`config.mk`:
```
export PLATFORM = sky130hd
export DESIGN_NAME = bdu_ram
export DESIGN_NICKNAME = d
export VERILOG_FILES = /design/src/hw/rtl/bdu_ram.sv
export SDC_FILE = /design/constraint.sdc
export NUM_CORES = 1
export LEC_CHECK = 0
export BUFFER_PORTS_ARGS = -buffer_cell sky130_fd_sc_hd__buf_4
export CAP_MARGIN = 10
export CORE_MARGIN = 4
export CORE_UTILIZATION = 45
export CTS_BUF_LIST = sky130_fd_sc_hd__clkbuf_8
export CTS_CLUSTER_SIZE = 24
export DETAILED_ROUTE_END_ITERATION = 10
export PLACE_DENSITY = 0.64
export RECOVER_POWER = 25
export SYNTH_ARGS = -nofsm -noshare
export SYNTH_HDL_FRONTEND = slang
export SYNTH_SLANG_ARGS = --single-unit
export TNS_END_PERCENT = 100
```
`constraint.sdc`:
```
create_clock -name clock -period 4.4 [get_ports clock]
set_input_delay 0.88 -clock clock [delete_from_list [all_inputs] [get_ports clock]]
set_output_delay 0.88 -clock clock [all_outputs]
set_load 0.05 [all_outputs]
```
`src/hw/rtl/bdu_ram.sv`:
```
// Generic single-port-write, single-port-read RAM with registered read data.
module bdu_ram #(
   parameter int WIDTH = 8,
   parameter int DEPTH = 16,
   localparam int ADDR_W = $clog2(DEPTH)
) (
   input  logic              clock,
   input  logic              wr_en,
   input  logic [ADDR_W-1:0] wr_addr,
   input  logic [WIDTH-1:0]  wr_data,
   input  logic              rd_en,
   input  logic [ADDR_W-1:0] rd_addr,
   output logic [WIDTH-1:0]  rd_data
);

   logic [WIDTH-1:0] mem_ff [DEPTH];
   logic [WIDTH-1:0] rd_data_ff;

   always_ff @(posedge clock) begin
      if (wr_en) begin
         mem_ff[wr_addr] <= wr_data;
      end
      if (rd_en) begin
         rd_data_ff <= mem_ff[rd_addr];
      end
   end

   assign rd_data = rd_data_ff;

endmodule

```
======== Word-level counts from Yosys, hierarchy flattened ========
Memory sizes are Yosys's and may differ from the RTL's. A register that Yosys moved wholly into a read port is not among the register bits.
Cells that the tools add are included.
W data, S select, Z words.
word-level totals
  bits in registers ....................... 0
  word-level logic and storage cells ...... 3
  memories ................................ 1
  input bits .............................. 19
  memory bits (writable) .................. 128
memories
  name    depth  bits a word  read ports  clocked after memory_dff  wr ports  line  source
  mem_ff  16     8            1           1                         1         16    logic [WIDTH-1:0] mem_ff [DEPTH];
operators by class
  multiplexer cells ....................... 2
operators with widths
  operator  count
  $mux W1   2

======== Longest topological paths before layout ========
  depth after elaboration ................. 2
  gate-level depth with buffers ........... 5
  depth with buffers taken out ............ 3

======== Least setup slack after synthesis ========
No wires, ideal clock.
  kind .................................... input -> register
  start ................................... input port wr_addr[2]
  end ..................................... memory mem_ff[0][0] (enable)
  stages on the path ...................... 2
  library setup time ...................... 383 ps
  slack ................................... 2027 ps
  arrival time ............................ 1990 ps
  data required time ...................... 4017 ps
  path buffers ............................ 0
  cell sequence ........................... or3b_2 nor3_1
RTL lines
  item                line  source
  start: declaration  9     input logic [ADDR_W-1:0] wr_addr,
  end: declaration    16
No word-level cell before the write port.

==> flow_summary.yaml <==
run_status:
  status: "finished clean"
clocking:
  cts_tree: "yes"
  clk_latency_ns: 0.43
  post_cts_resized: 0
  root_buffer: "clkbuf_8"
  cts_max_level: 4
  clkSinkCount: 136
  cts_setup_buffers: 0
  clk_pin_slew_ns: 0.07
  clockBufferDepth: 2
  numCtsBuffers: 17
  ctsHoldBuffers: 0
synth:
  synth_edf_count: 136
  synth_ff_type: "edfxtp_1"
  yosys-top-cells-area: "edfxtp_1 (78%), mux4_2 (7.8%), mux4_1 (7.0%), a22oi_1 (2.3%), nor2_1 (0.93%)"
  ys_types: 18
  synth_fp_nets: 248
  syn_area_sq_um: 5230
  yosysWarnings: 0
  synthCells: 229
  ys_seq_area_frac: 0.781
  synth_top_area_share: 0.781
  async_flop_share: 0
  synthTopCellsByCount: "edfxtp_1 (136), mux4_2 (18), a22oi_1 (16)"
  synth_largest_area_cell: "edfxtp_1"
  syn_area_per_cell_sq_um: 22.8
  synth_seq_cells: 136
  post-synth-top-count-cell: "edfxtp_1"
timing:
  slew_headroom: 0.317
  fin_worst_skew_ns: 0.00789
  final.setup.tns_ns: 0
  rsz0062_at_grt: "no"
  setup_viol: 0
  min_period_over_period: 0.506
  worst_pin_slew_ns: 1.02
  fin_ws_ns: 2.17
  maxSlewViolCount: 0
  fin_crit_ns: 2.23
  final-hold-violation-count: 0
  holdWs_ns: 0.746
  fmax_ghz: 0.449
critical_path:
  path_class: "in -> reg"
  cp.required_ns: 4.57
  cp_max_fo: 32
  slowest_stage: "mux4_1"
  start_kind: "input pin"
  path_cells: "buf_4 -> mux4_1 -> a22oi_1 -> nand2_1"
  reg2reg_depth: 3
  arrival_ns: 2.40
  r2r_start: "mem_ff[3][7]"
  r2r_setup_slack_ns: 2.90
  cpPeakStageDelay_ns: 0.65
  cp-end-kind: "register"
  timing.rr.end: "rd_data[7]"
route:
  totalWireLength_um: 9730
  drc_errors: 0
  vias_per_cell: 5.68
  ant_nets: 0
  first_pass_iters: 4
  initialDrtViolationCount: 144
  via_count: 2408
  wl_per_cell_um: 23.0
floorplanning:
  die_h_um: 116
  die_area_sq_um: 13400
  rows: 39
  io_pins: 27
  fp.dieW_um: 116
  start_util: 0.458
  core_area_sq_um: 11400
placed_design:
  pre_cts_ws_ns: 1.49
  hpwlAfterDp_um: 5910
  placement.io_buffers: 26
  gp_congestion: 0.766
  placed_area_sq_um: 5540
  placed_cells_incl_taps: 391
grt:
  antenna_found_initial: 0
  grt_max_degree: 33
  grtUsageMet3: 0.0444
  busiest_layer: "met2"
  grt_pass1_wl_um: 15000
  overflow: 0
  grt_use_total: 0.160
  grt_util_met1: 0.227
  grtUsageMet2: 0.241
  grt_pass1_vias: 2452
pwr:
  vdd_drop_max_uv: 212
  p_leak_nw: 1.92
  power-per-cell-area_nw_per_um2: 440
  power_mw: 2.59
flow_run:
  maxCapViolCount: 0
worst_hold_path:
  hold_depth: 3
  worst_hold_path.endpoint: "rd_data[2]"
  min_from: "mem_ff[14][2]"
  holdCritPathClass: "reg -> reg"
cells_and_area:
  nNetsFinal: 287
  final_layout_size_suffix_gt1_frac: 0.231
  fillers: 932
  diodes: 0
  utilization: 0.516
  fin_area_sq_um: 5890
  instances_no_fill: 424
  area_growth_pct: 12.7
## worst max-delay path: cells and delay by family
| kind | cells | cell delay, ns |
|---|---|---|
| AND/OR/NAND/NOR | 1 | 0.08 |
| AO/OA/AOI/OAI | 1 | 0.30 |
| buffers and inverters | 1 | 0.48 |
| multiplexers | 1 | 0.65 |
## power by group
| part | switching [mW] | total (mW) | internal [mW] | leakage [nW] |
|---|---|---|---|---|
| clock | 0.435 | 0.976 | 0.540 | 0.197 |
| combinational | 0.0963 | 0.152 | 0.0556 | 0.487 |
| sequential | 0.00708 | 1.47 | 1.46 | 1.24 |
| total | 0.539 | 2.59 | 2.06 | 1.92 |
## state kept, by name, summed over array words and instances, names as in the netlist
signal and count:
mem_ff 128, rd_data 8
## routing by layer
metal,share of wire,vias to the layer above
met4,0.015,0
met5,0,-
li1,-,1060
met3,0.064,12
met1,0.44,1242
met2,0.48,94
## cells in the final DEF (no fill, tap or decap)
cell | Yosys | routed
a22oi_1 | 16 | 16
and2_1 | 1 | 1
and2b_1 | 1 | 1
buf_2 | 3 | 1
buf_4 | 1 | 21
bufinv_16 | 0 | 3
clkbuf_1 | 0 | 8
clkbuf_8 | 0 | 17
clkinv_1 | 0 | 6
clkinv_2 | 0 | 3
clkinvlp_4 | 0 | 1
edfxtp_1 | 136 | 136
inv_1 | 0 | 2
mux4_1 | 14 | 14
mux4_2 | 18 | 18
nand2_1 | 9 | 9
nand2b_1 | 2 | 2
nand3_1 | 1 | 1
nand3b_1 | 2 | 2
nor2_1 | 13 | 13
nor2b_1 | 1 | 1
nor3_1 | 4 | 4
or3b_2 | 1 | 1
## worst max path at each step
stage / from / to / slack [ns] / depth (start not counted)
after global routing: rd_addr[0] / rd_data[5] / 2.07 / 4
final: rd_addr[0] / rd_data[5] / 2.17 / 4
after CTS: wr_addr[2] / mem_ff[0][2] / 1.95 / 3
after detailed placement: wr_addr[2] / mem_ff[0][2] / 1.49 / 3
after global placement: wr_addr[2] / mem_ff[0][2] / 1.55 / 3
after floorplan: wr_addr[2] / mem_ff[0][0] / 2.03 / 2
## cell families after synthesis
group | synth area share
flops | 0.781
mux | 0.148
buf+inv | 0.0165
simple gates | 0.0314
compound gates | 0.0230
## cell type report
| type | instances | area (sq um) | area share |
|---|---|---|---|
| flip-flops and latches | 136 | 4080 | 0.693 |
| multi-input cells | 83 | 1060 | 0.180 |
| clock buffers | 17 | 234 | 0.0397 |
| repair buffers | 30 | 193 | 0.0327 |
| well taps | 143 | 179 | 0.0304 |
| clock inverters | 15 | 143 | 0.0242 |
Note: power is estimated with default switching activity, not from simulation.
