===== config.mk =====
export PLATFORM = sky130hd
export DESIGN_NAME = bdu_divider
export DESIGN_NICKNAME = d
export VERILOG_FILES = /design/src/hw/rtl/bdu_divider.sv
export SDC_FILE = /design/constraint.sdc
export NUM_CORES = 1
export LEC_CHECK = 0
export BUFFER_PORTS_ARGS = -buffer_cell sky130_fd_sc_hd__buf_4
export CAP_MARGIN = 20
export CORE_MARGIN = 2
export CORE_UTILIZATION = 40
export DETAILED_ROUTE_END_ITERATION = 7
export SYNTH_ARGS = -nofsm -noshare
export SYNTH_HDL_FRONTEND = slang
export SYNTH_SLANG_ARGS = --single-unit
export TNS_END_PERCENT = 30

===== constraint.sdc =====
create_clock -name clock -period 5.37 [get_ports clock]
set_input_delay 0.537 -clock clock [delete_from_list [all_inputs] [get_ports clock]]
set_output_delay 0.537 -clock clock [all_outputs]
set_load 0.005 [all_outputs]

===== src/hw/rtl/bdu_divider.sv =====
// Iterative restoring unsigned divider producing one quotient bit per cycle.
module bdu_divider #(
   parameter int NUM_W = 32,
   parameter int DEN_W = 10
) (
   input  logic             clock,
   input  logic             reset,
   input  logic             start,
   input  logic [NUM_W-1:0] numerator,
   input  logic [DEN_W-1:0] denominator,
   output logic             busy,
   output logic [NUM_W-1:0] quotient,
   output logic [DEN_W-1:0] remainder
);

   localparam int STEP_W = $clog2(NUM_W + 1);

   logic [NUM_W-1:0]  quo_ff;
   logic [NUM_W-1:0]  quo_in;
   logic [DEN_W-1:0]  rem_ff;
   logic [DEN_W-1:0]  rem_in;
   logic [DEN_W-1:0]  den_ff;
   logic [DEN_W-1:0]  den_in;
   logic [STEP_W-1:0] count_ff;
   logic [STEP_W-1:0] count_in;
   logic              busy_ff;
   logic              busy_in;
   logic [DEN_W:0]    trial;
   logic [DEN_W:0]    diff;
   logic              take;

   assign trial = {rem_ff, quo_ff[NUM_W-1]};
   assign diff  = trial - {1'b0, den_ff};
   assign take  = (trial >= {1'b0, den_ff});

   always_comb begin
      quo_in   = quo_ff;
      rem_in   = rem_ff;
      den_in   = den_ff;
      count_in = count_ff;
      busy_in  = busy_ff;
      priority if (start) begin
         quo_in   = numerator;
         rem_in   = '0;
         den_in   = denominator;
         count_in = STEP_W'(NUM_W);
         busy_in  = 1'b1;
      end else if (busy_ff) begin
         quo_in   = {quo_ff[NUM_W-2:0], take};
         rem_in   = take ? diff[DEN_W-1:0] : trial[DEN_W-1:0];
         count_in = count_ff - STEP_W'(1);
         busy_in  = (count_ff != STEP_W'(1));
      end
   end

   always_ff @(posedge clock) begin
      if (reset) begin
         busy_ff  <= 1'b0;
         count_ff <= '0;
      end else begin
         busy_ff  <= busy_in;
         count_ff <= count_in;
      end
   end

   always_ff @(posedge clock) begin
      quo_ff <= quo_in;
      rem_ff <= rem_in;
      den_ff <= den_in;
   end

   assign busy      = busy_ff;
   assign quotient  = quo_ff;
   assign remainder = rem_ff;

endmodule


* Yosys cells after proc, flatten, opt, wreduce, memory -nomap -nowiden
Index checks and enable logic that the tools add are counted.
** Operators by class
- $add $sub $neg :: 2
- $lt $le $gt $ge :: 1
- Eq/ne operators :: 1
- Multiplexer cells :: 7
- Reduce and logical (&&, ||, !) cells :: 2
** Operators by type and width (number)
- $mux 32 :: 2
- $mux 6 :: 2
- $ge 11x10->1 :: 1
- $mux 10 :: 1
- $sub 10x10->10 :: 1
- $ne 6x1->1 const B :: 1
- $sub 6x1->6 const B :: 1
- $mux 1 :: 2
- $reduce_bool 2->1 :: 1
- $reduce_or 2->1 :: 1
** Word-level totals
- Bits in registers :: 59
- Input bits :: 45
- Output and inout port bits :: 43
- Word-level logic and storage cells :: 19

* Depth between registers and ports, before layout
Gate-level depths: netlist of run 1.
- Depth after elaboration :: 3
- Gate-level depth with buffers :: 10
- Gate-level depth less buffers :: 10

* Least setup slack after synthesis of run 1
No wires, ideal clock.
- Path type :: reg-to-reg
- Start :: reg rem_ff[5] (netlist: remainder[5])
- End :: reg quo_ff[0] (netlist: quotient[0]) (data pin)
- Library setup time :: 0.260 ns
- Arrival :: 2.084 ns
- Data required time :: 5.110 ns
- Path slack :: 3.026 ns
- Stages on the path, launching flop included :: 8
- Path buffers :: 2
- Path through :: dfxtp_1 -> ha_1 -> a2111oi_2 -> a2111oi_0 -> or3_1 -> buf_6 -> buf_12 -> mux2_2
** On the way
- Longest elaborated chain between the ends :: 3
** Ends and longest elaborated chain
- start: declaration :: RTL line 20 : logic [DEN_W-1:0] rem_ff;
- start signal: assignment :: RTL line 68 : rem_ff <= rem_in;
- $ge 11x10->1 :: RTL line 34 : assign take = (trial >= {1'b0, den_ff});
- $mux 32 :: RTL line 48 : end else if (busy_ff) begin
- $mux 32 :: RTL line 42 : priority if (start) begin
- net quo_in[0] :: RTL line 19 : logic [NUM_W-1:0] quo_in;
- end signal: assignment :: RTL line 67 : quo_ff <= quo_in;
- end: declaration :: RTL line 18 : logic [NUM_W-1:0] quo_ff;
The timed path passes the listed nets, and every way through them passes these cells. The select of a mux whose other input is x is not followed.
A chain may end at the register's enable or synchronous reset.

* Final worst setup path of run 1
- Start :: reg den_ff[1]
- End :: reg quo_ff[0] (netlist: quotient[0]) (data pin)
** On the way
- Longest elaborated chain between the ends :: 3
** Ends and longest elaborated chain
- start: declaration :: RTL line 22 : logic [DEN_W-1:0] den_ff;
- start signal: assignment :: RTL line 69 : den_ff <= den_in;
- $ge 11x10->1 :: RTL line 34
- $mux 32 :: RTL line 48
- $mux 32 :: RTL line 42
- net quo_in[0] :: RTL line 19
The timed path passes the listed nets, and every way through them passes these cells. The select of a mux whose other input is x is not followed.

==> results.toml, run 1 <==
[min_path]
hold_end = "den_ff[6]$_DFFE_PP_"
worstHoldPathCells = 1
hp-class = "primary input to flop"
min_from = "denominator[6]"

[critical_path]
reg2reg_slack_ns = 2.77
r2r-start = "den_ff[1]$_DFFE_PP_"
crit_arrival_ns = 2.69
critPathMaxFanout = 14
rr_endpoint = "quotient[0]$_DFFE_PP_"
crit_chain = "inv_1 -> ha_1 -> nor2b_1 -> o31ai_1 -> a2111oi_0 -> or3_1 -> mux2_2"
slowest_delay_ns = 0.63
crit_type = "flop to flop"
worst_setup_path_start_kind = "flop"
reg2reg_depth = 7
cp-end-kind = "flop"
crit_required_ns = 5.45
cp_slowest_cell = "or3_1"

[timing]
finalSetupViolCount = 0
rsz0062_at_grt = "no"
slew_violations = 0
skew_ns = 0.004876
period_share_pct = 48.49
fin_hold_ws_ns = 0.3821
final-hold-violation-count = 0
fmax_ghz = 0.3840
relSlewSlack_pct = 44.57
min_period_ns = 2.604
max_slew.worst_pin.slew_ns = 0.8303
fin_setup_tns_ns = 0

[grt]
grt_max_degree = 60
grt_pass1_wl_um = 9356
grt_overflow = 0
grt_pass1_vias = 2065
antenna_found_initial = 0
track_usage_pct = 15.33

[drt]
drtPass1Iterations = 6
first_iter_violations = 74
viasPerCell = 4.876
drcViolationCount = 0
num_vias = 2087
ant_nets = 0
wl_per_cell_um = 13.67
routed_wl_um = 5849

[synth]
synth-seq-cells = 59
netlist_instances = 234
synth.cell_area_um2 = 2919
syn_avg_cell_area_um2 = 12.47
synthTopCellsByArea = "edfxtp_1 (43%), mux2_2 (12%), dfxtp_1 (12%), ha_1 (5.1%), nor2_1 (3.9%)"
yosysMostFrequentCell = "edfxtp_1"
ys_types = 42
synth_nets = 292
synth_largest_area_cell = "edfxtp_1"
synth_top_area_share_pct = 43.21
synthArstFlopShare_pct = 0
synth_flop_cell = "edfxtp_1"
synth_warnings = 0
synth_edf_count = 42
synthTopCellsByCount = "edfxtp_1 (42), mux2_2 (32), nor2_1 (30), dfxtp_1 (17), inv_1 (17)"
ys_seq_area_share_pct = 54.86

[flow_run]
cap_violations = 0

[die]
die-height_um = 89.43
core_um2 = 7176
io_pins = 88
fp.dieW_um = 89.43
die_area_um2 = 7997
initial_core_util_pct = 40.68
rows = 31

[clock_network]
ctsHtreeMaxLevel = 3
hold_buffers = 0
cts_sinks = 59
clkSlewWorstSetupHoldPaths_ns = 0.07
clkLatencyLatePin_ns = 0.33
cts_setup_buffers = 0
cts_buffers = 9
cts_tree = "built"
postCtsResizedCells = 0
cts_buffer_depth = 2
cts_root_buf = "clkbuf_8"

[power]
peakVddDrop_mv = 0.1591
powerDensity_nw_per_um2 = 325.6
p_leak_nw = 1.620

[cells_and_area]
nNetsFinal = 382
n_fill_cell = 653
antenna_cells = 0
area_growth_pct = 32.02
drive_gt1_share_pct = 41.64

[run_status]
outcome = "completed"

[place]
gp_congestion = 0.7557
dp_hpwl_um = 4056
numPortBuffers = 87
state kept, by name, indices dropped and copies added (netlist names):
name       flops
busy           1
count_ff       6
den_ff        10
quotient      32
remainder     10
worst max path at each step:
| stage | from | to | depth (start not counted) |
|---|---|---|---|
| 2_1_floorplan | remainder[5]$_SDFFE_PP0P_ | quotient[0]$_DFFE_PP_ | 7 |
| 3_3_place_gp | den_ff[1]$_DFFE_PP_ | quotient[0]$_DFFE_PP_ | 7 |
| 3_5_place_dp | remainder[5]$_SDFFE_PP0P_ | quotient[0]$_DFFE_PP_ | 5 |
| 4_1_cts | remainder[5]$_SDFFE_PP0P_ | quotient[0]$_DFFE_PP_ | 5 |
| 5_1_grt | den_ff[6]$_DFFE_PP_ | quotient[0]$_DFFE_PP_ | 6 |
| 6_report | den_ff[1]$_DFFE_PP_ | quotient[0]$_DFFE_PP_ | 7 |
per-layer routing:
| metal | track usage, % | wire (um) |
|---|---|---|
| met5 | 0 | 0 |
| met4 | 7.463 | 138 |
| met3 | 6.094 | 497 |
| met2 | 22.56 | 2527 |
| met1 | 19.65 | 2686 |
through the flow:
step	utilization (%)	cells	cell area, um^2	worst slack (ns)	total power, mW
after detailed placement	50.81	412	3646	2.766	0.8373
final	53.71	428	3854	2.766	1.255
after global routing	53.71	428	3854	2.567	1.324
after CTS	53.71	428	3854	2.749	1.273
after global placement	50.81	412	3646	2.821	0.8347
after floorplan	-	234	2919	3.026	0.7366
cell families after synthesis:
kind of cell / share of synthesized area, %
DFF: 54.87
and+or+nand+nor: 8.573
muxes: 15.09
AOI/OAI and AO/OA: 8.187
buffers and inverters: 4.158
adders and majority gates: 5.829
xor gates and xnor gates: 3.301
cells in the final DEF (no fill, tap or decap), drive strengths merged, types with 2 or more instances in the layout:
master,count
edfxtp,42
inv,17
nor2,30
o21ai,2
buf,88
dfxtp,17
bufinv,2
a211oi,8
o22ai,2
clkbuf,10
ha,12
nand2b,2
o21a,3
nor3,9
clkinv,4
a2111oi,3
a21oi,3
mux2i,8
nand4,2
xnor2,8
mux2,32
xor2,3
nand2,6
where the power goes:
group | switching [mW] | internal [mW] | leakage, nW
Clock | 0.171 | 0.258 | 0.103
Combinational | 0.114 | 0.142 | 0.958
Sequential | 0.0305 | 0.540 | 0.560
Total | 0.315 | 0.940 | 1.62
area by class of cell:
class / instances / area (um^2) / area share [%]
clock buffers: 10 / 127.6 / 3.312
clock inverters: 6 / 80.08 / 2.078
inverters: 17 / 63.81 / 1.656
multi-input cells: 149 / 1196 / 31.04
flip-flops and latches: 59 / 1602 / 41.56
well taps: 99 / 123.9 / 3.214
repair buffers: 88 / 660.6 / 17.14
critical path, delay by kind of cell (launching register included):
family	cells	cell delay, ns
flip-flops	1	0.35
buffers and inverters	1	0.10
AND/OR/NAND/NOR	2	0.78
adder cells (fa/ha/maj)	1	0.24
multiplexers	1	0.39
AO/OA/AOI/OAI	2	0.50
Note: power is estimated with default switching activity, not from simulation.
==> run 2, diff against run 1 <==
Clock period 5.37 ns to 2.5 ns, I/O delays scaled along.
==> run 2 against run 1 <==
Effect of this change:
- via count rose by 0.81%
- non-clock buffer count rose by 12
- routed wire length rose by 4.1%
- sequential power rose by 110%
- maximum frequency rose by 14%
- clock skew rose by 0.0031 ns
==> results.toml, run 2 (synthesis results as in run 1) <==
[clock_network]
cts_setup_buffers = 0
cts_sinks = 59
clkSlewWorstSetupHoldPaths_ns = 0.07
hold_buffers = 0
postCtsResizedCells = 0
cts_tree = "built"
clkLatencyLatePin_ns = 0.34
cts_root_buf = "clkbuf_8"
cts_buffer_depth = 2
cts_buffers = 9
ctsHtreeMaxLevel = 3

[die]
die-height_um = 89.43
rows = 31
io_pins = 88
core_um2 = 7176
fp.dieW_um = 89.43
initial_core_util_pct = 40.68
die_area_um2 = 7997

[place]
dp_cells = 424
numPortBuffers = 87
dp_hpwl_um = 4383
gp_congestion = 0.7850
place_area_um2 = 3736
place_ws_ns = 0.07177

[drt]
viasPerCell = 4.782
drcViolationCount = 0
wl_per_cell_um = 13.84
ant_nets = 0
first_iter_violations = 38
num_vias = 2104
drtPass1Iterations = 4
routed_wl_um = 6091

[timing]
slew_violations = 0
skew_ns = 0.008003
fmax_ghz = 0.4373
final-hold-violation-count = 0
relSlewSlack_pct = 67.00
fin_setup_tns_ns = 0
max_slew.worst_pin.slew_ns = 0.4940
fin_hold_ws_ns = 0.08370
rsz0062_at_grt = "no"
fin_ws_ns = 0.2131
finalSetupViolCount = 0
min_period_ns = 2.287
period_share_pct = 91.47

[critical_path]
worst_setup_path_start_kind = "flop"
crit_required_ns = 2.75
critPathMaxFanout = 3
reg2reg_depth = 10
cp-end-kind = "flop"
crit_arrival_ns = 2.54
crit_type = "flop to flop"

[power]
powerDensity_nw_per_um2 = 672.3
p_total_mw = 2.645
peakVddDrop_mv = 0.2984
p_leak_nw = 1.669

[grt]
grt_pass1_vias = 2005
track_usage_pct = 16.08
grt_max_degree = 35
grt_pass1_wl_um = 9487
antenna_found_initial = 0
grt_overflow = 0

[cells_and_area]
area_growth_pct = 34.80
utilization_pct = 54.84
fin_cells = 440
final_common_cell = "buf_4"
n_fill_cell = 662
largest_register_ffs = 32
final_area_um2 = 3935
drive_gt1_share_pct = 45.16
final_cell_mix = "buf_4 (100), edfxtp_1 (42), mux2_2 (32)"
antenna_cells = 0
nNetsFinal = 394

[flow_run]
cap_violations = 0

[min_path]
worstHoldPathCells = 1
hp-class = "primary input to flop"

[run_status]
outcome = "completed"
run 2: routing by layer:
| metal | vias up | track usage [%] | part of all wire (%) | routed length [um] |
|---|---|---|---|---|
| met5 | - | 0 | 0 | 0 |
| met3 | 12 | 7.664 | 8.4 | 514 |
| met4 | 0 | 7.734 | 1.8 | 107 |
| met2 | 60 | 22.29 | 45 | 2723 |
| met1 | 971 | 21.05 | 45 | 2745 |
| li1 | 1061 | - | - | - |
run 2: final cells by class:
| class | instances | area, um^2 | area share, % |
|---|---|---|---|
| Sequential cell | 59 | 1602 | 40.70 |
| Clock buffer | 10 | 127.6 | 3.243 |
| Timing Repair Buffer | 100 | 750.7 | 19.08 |
| Clock inverter | 6 | 56.30 | 1.431 |
| Tap cell | 99 | 123.9 | 3.148 |
| Multi-Input combinational cell | 149 | 1211 | 30.78 |
| Inverter | 17 | 63.81 | 1.622 |
run 2: power breakdown:
| group | switching (mW) | total (mW) | internal (mW) | leakage (nW) |
|---|---|---|---|---|
| clock network | 0.377 | 0.828 | 0.451 | 0.0935 |
| logic | 0.262 | 0.599 | 0.337 | 1.02 |
| registers | 0.0587 | 1.22 | 1.16 | 0.560 |
| total | 0.697 | 2.65 | 1.95 | 1.67 |
run 2: worst paths after layout:
path / from / slack (ns) / to
setup / recovery: quotient[31]$_DFFE_PP_ / 0.21 / remainder[8]$_SDFFE_PP0P_
hold / removal: denominator[8] / 0.08 / den_ff[8]$_DFFE_PP_
setup reg to reg: quotient[31]$_DFFE_PP_ / 0.21 / remainder[8]$_SDFFE_PP0P_
hold reg to reg: count_ff[1]$_SDFFE_PP0P_ / 0.51 / count_ff[1]$_SDFFE_PP0P_
run 2: critical path, cell delays in order (launching register included):
cell and delay, ns:
edfxtp_1 0.39, inv_1 0.11, ha_1 0.18, inv_1 0.05, fa_1 0.42, a211oi_2 0.28
nor3b_1 0.14, o22ai_1 0.18, xnor2_1 0.14, mux2i_1 0.09, a211oi_1 0.23
==> run 3, diff against run 2 <==
Settings changed: HOLD_SLACK_MARGIN from default to 0.12.
==> run 3 against run 2 <==
Effect of this change:
- sequential share of layout area shrank 1.1 points
- hold slack better by 0.057 ns
- highest routed layer unchanged
- non-clock buffer count increased by 11
- clock power about the same
- via count up 1.6%
- flip-flop and latch count unchanged
- sequential power about the same
- register-to-register slack is essentially flat
- clock skew about the same
==> results.toml, run 3 (synthesis results as in run 1) <==
[timing]
slew_violations = 0
final-hold-violation-count = 0
fin_hold_ws_ns = 0.1403
fin_setup_tns_ns = 0
skew_ns = 0.007696
rsz0062_at_grt = "no"
period_share_pct = 91.47
max_slew.worst_pin.slew_ns = 0.4940
min_period_ns = 2.287
finalSetupViolCount = 0
fmax_ghz = 0.4373
relSlewSlack_pct = 67.00

[cells_and_area]
drive_gt1_share_pct = 43.75
final_cell_mix = "buf_4 (100), edfxtp_1 (42), mux2_2 (32)"
antenna_cells = 0
n_fill_cell = 649
area_growth_pct = 38.58
fin_cells = 451
final_area_um2 = 4045
final_common_cell = "buf_4"
largest_register_ffs = 32
nNetsFinal = 405

[die]
core_um2 = 7176
fp.dieW_um = 89.43
initial_core_util_pct = 40.68
rows = 31
die-height_um = 89.43
die_area_um2 = 7997
io_pins = 88

[power]
combPwrFrac_pct = 23.1
intPower_mw = 1.959
power.switching_uw = 700.2
p_sw_share_pct = 26.33
power.share.clock_pct = 31.1
peakVddDrop_mv = 0.2991
p_leak_nw = 1.715
pwr-share-seq_pct = 45.8
powerDensity_nw_per_um2 = 657.5

[grt]
grt_max_degree = 35
grt.busiest_layer = "met2"
antenna_found_initial = 0
use_met1_pct = 21.34
grt_overflow = 0
grt_pass1_vias = 2050
grtUsageMet2_pct = 22.69
grt_pass1_wl_um = 9584
track_usage_pct = 16.18
grt_use_met3_pct = 7.110

[clock_network]
ctsHtreeMaxLevel = 3
cts_buffer_depth = 2
clkLatencyLatePin_ns = 0.34
cts_root_buf = "clkbuf_8"
cts_buffers = 9
cts_tree = "built"
cts_sinks = 59
clkSlewWorstSetupHoldPaths_ns = 0.07

[critical_path]
crit_required_ns = 2.75
crit_arrival_ns = 2.54
cp-end-kind = "flop"
crit_type = "flop to flop"
cp-startpoint = "quotient[31]$_DFFE_PP_"
critPathMaxFanout = 3
r2r-start = "quotient[31]$_DFFE_PP_"
worst_setup_path_start_kind = "flop"

[min_path]
hp-class = "primary input to flop"
min_from = "start"

[drt]
ant_nets = 0
num_vias = 2137
drtPass1Iterations = 4
wl_per_cell_um = 13.57
first_iter_violations = 52
viasPerCell = 4.738
routed_wl_um = 6119
drcViolationCount = 0

[place]
dp_hpwl_um = 4383
dp_cells = 424
gp_congestion = 0.7850
numPortBuffers = 87
place_area_um2 = 3736

[run_status]
outcome = "completed"

[flow_run]
cap_violations = 0
run 3: cell types whose count changed in the layout (fill, tap and decap cells not counted), sizes merged:
cell,previous run,this run
dlygate4sd3,0,11
run 3: path summary, 6_finish.rpt:
| path | cells past startpoint | end | slack, ns |
|---|---|---|---|
| setup / recovery | 10 | remainder[8]$_SDFFE_PP0P_ | 0.21 |
| hold / removal | 2 | remainder[3]$_SDFFE_PP0P_ | 0.14 |
| setup reg to reg | 10 | remainder[8]$_SDFFE_PP0P_ | 0.21 |
| hold reg to reg | 2 | count_ff[1]$_SDFFE_PP0P_ | 0.51 |
run 3: worst max-delay path, stage by stage, from the launching register on:
cell,delay (ns)
edfxtp_1,0.39
inv_1,0.11
ha_1,0.18
inv_1,0.05
fa_1,0.42
a211oi_2,0.28
nor3b_1,0.14
o22ai_1,0.18
xnor2_1,0.14
mux2i_1,0.09
a211oi_1,0.23
run 3: metrics by stage:
stage                     setup slack, ns  power [mW]  util [%]
final                              0.2133       2.660     56.37
after floorplan                    0.1562       1.582         -
after CTS                         0.07836       2.692     56.16
after detailed placement          0.07177       1.833     52.07
after global routing              0.01791       2.807     56.37
after global placement             0.1233       1.827     52.07
run 3: final cells by class:
type / instances / area [um^2] / area share, %
timing repair buffer: 111 / 860.8 / 21.28
clock buffer: 10 / 127.6 / 3.155
clock inverter: 6 / 56.30 / 1.392
tap: 99 / 123.9 / 3.062
inverter: 17 / 63.81 / 1.577
sequential: 59 / 1602 / 39.59
multi-input combinational: 149 / 1211 / 29.94
run 3: routing by layer:
layer  up-vias  share of wire (%)
li1       1083                  -
met1       982                 46
met2        60                 45
met3        12                7.5
met4         0                1.7
met5         -                  0
run 3: power groups by stage:
stage	combinational, mW	clock [mW]	sequential [mW]
global placement	0.589	0	1.24
finish	0.613	0.828	1.22
CTS	0.611	0.861	1.22
floorplan	0.347	0	1.24
detailed placement	0.595	0	1.24
global route	0.680	0.896	1.23
run 3: repair_timing:
action | in CTS | in global routing
endpoints found under the hold margin | 14 | 0
gates resized for setup | 0 | 3
endpoints found under the setup margin | 0 | 8
buffers inserted | 0 | 0
hold buffers | 11 | 0
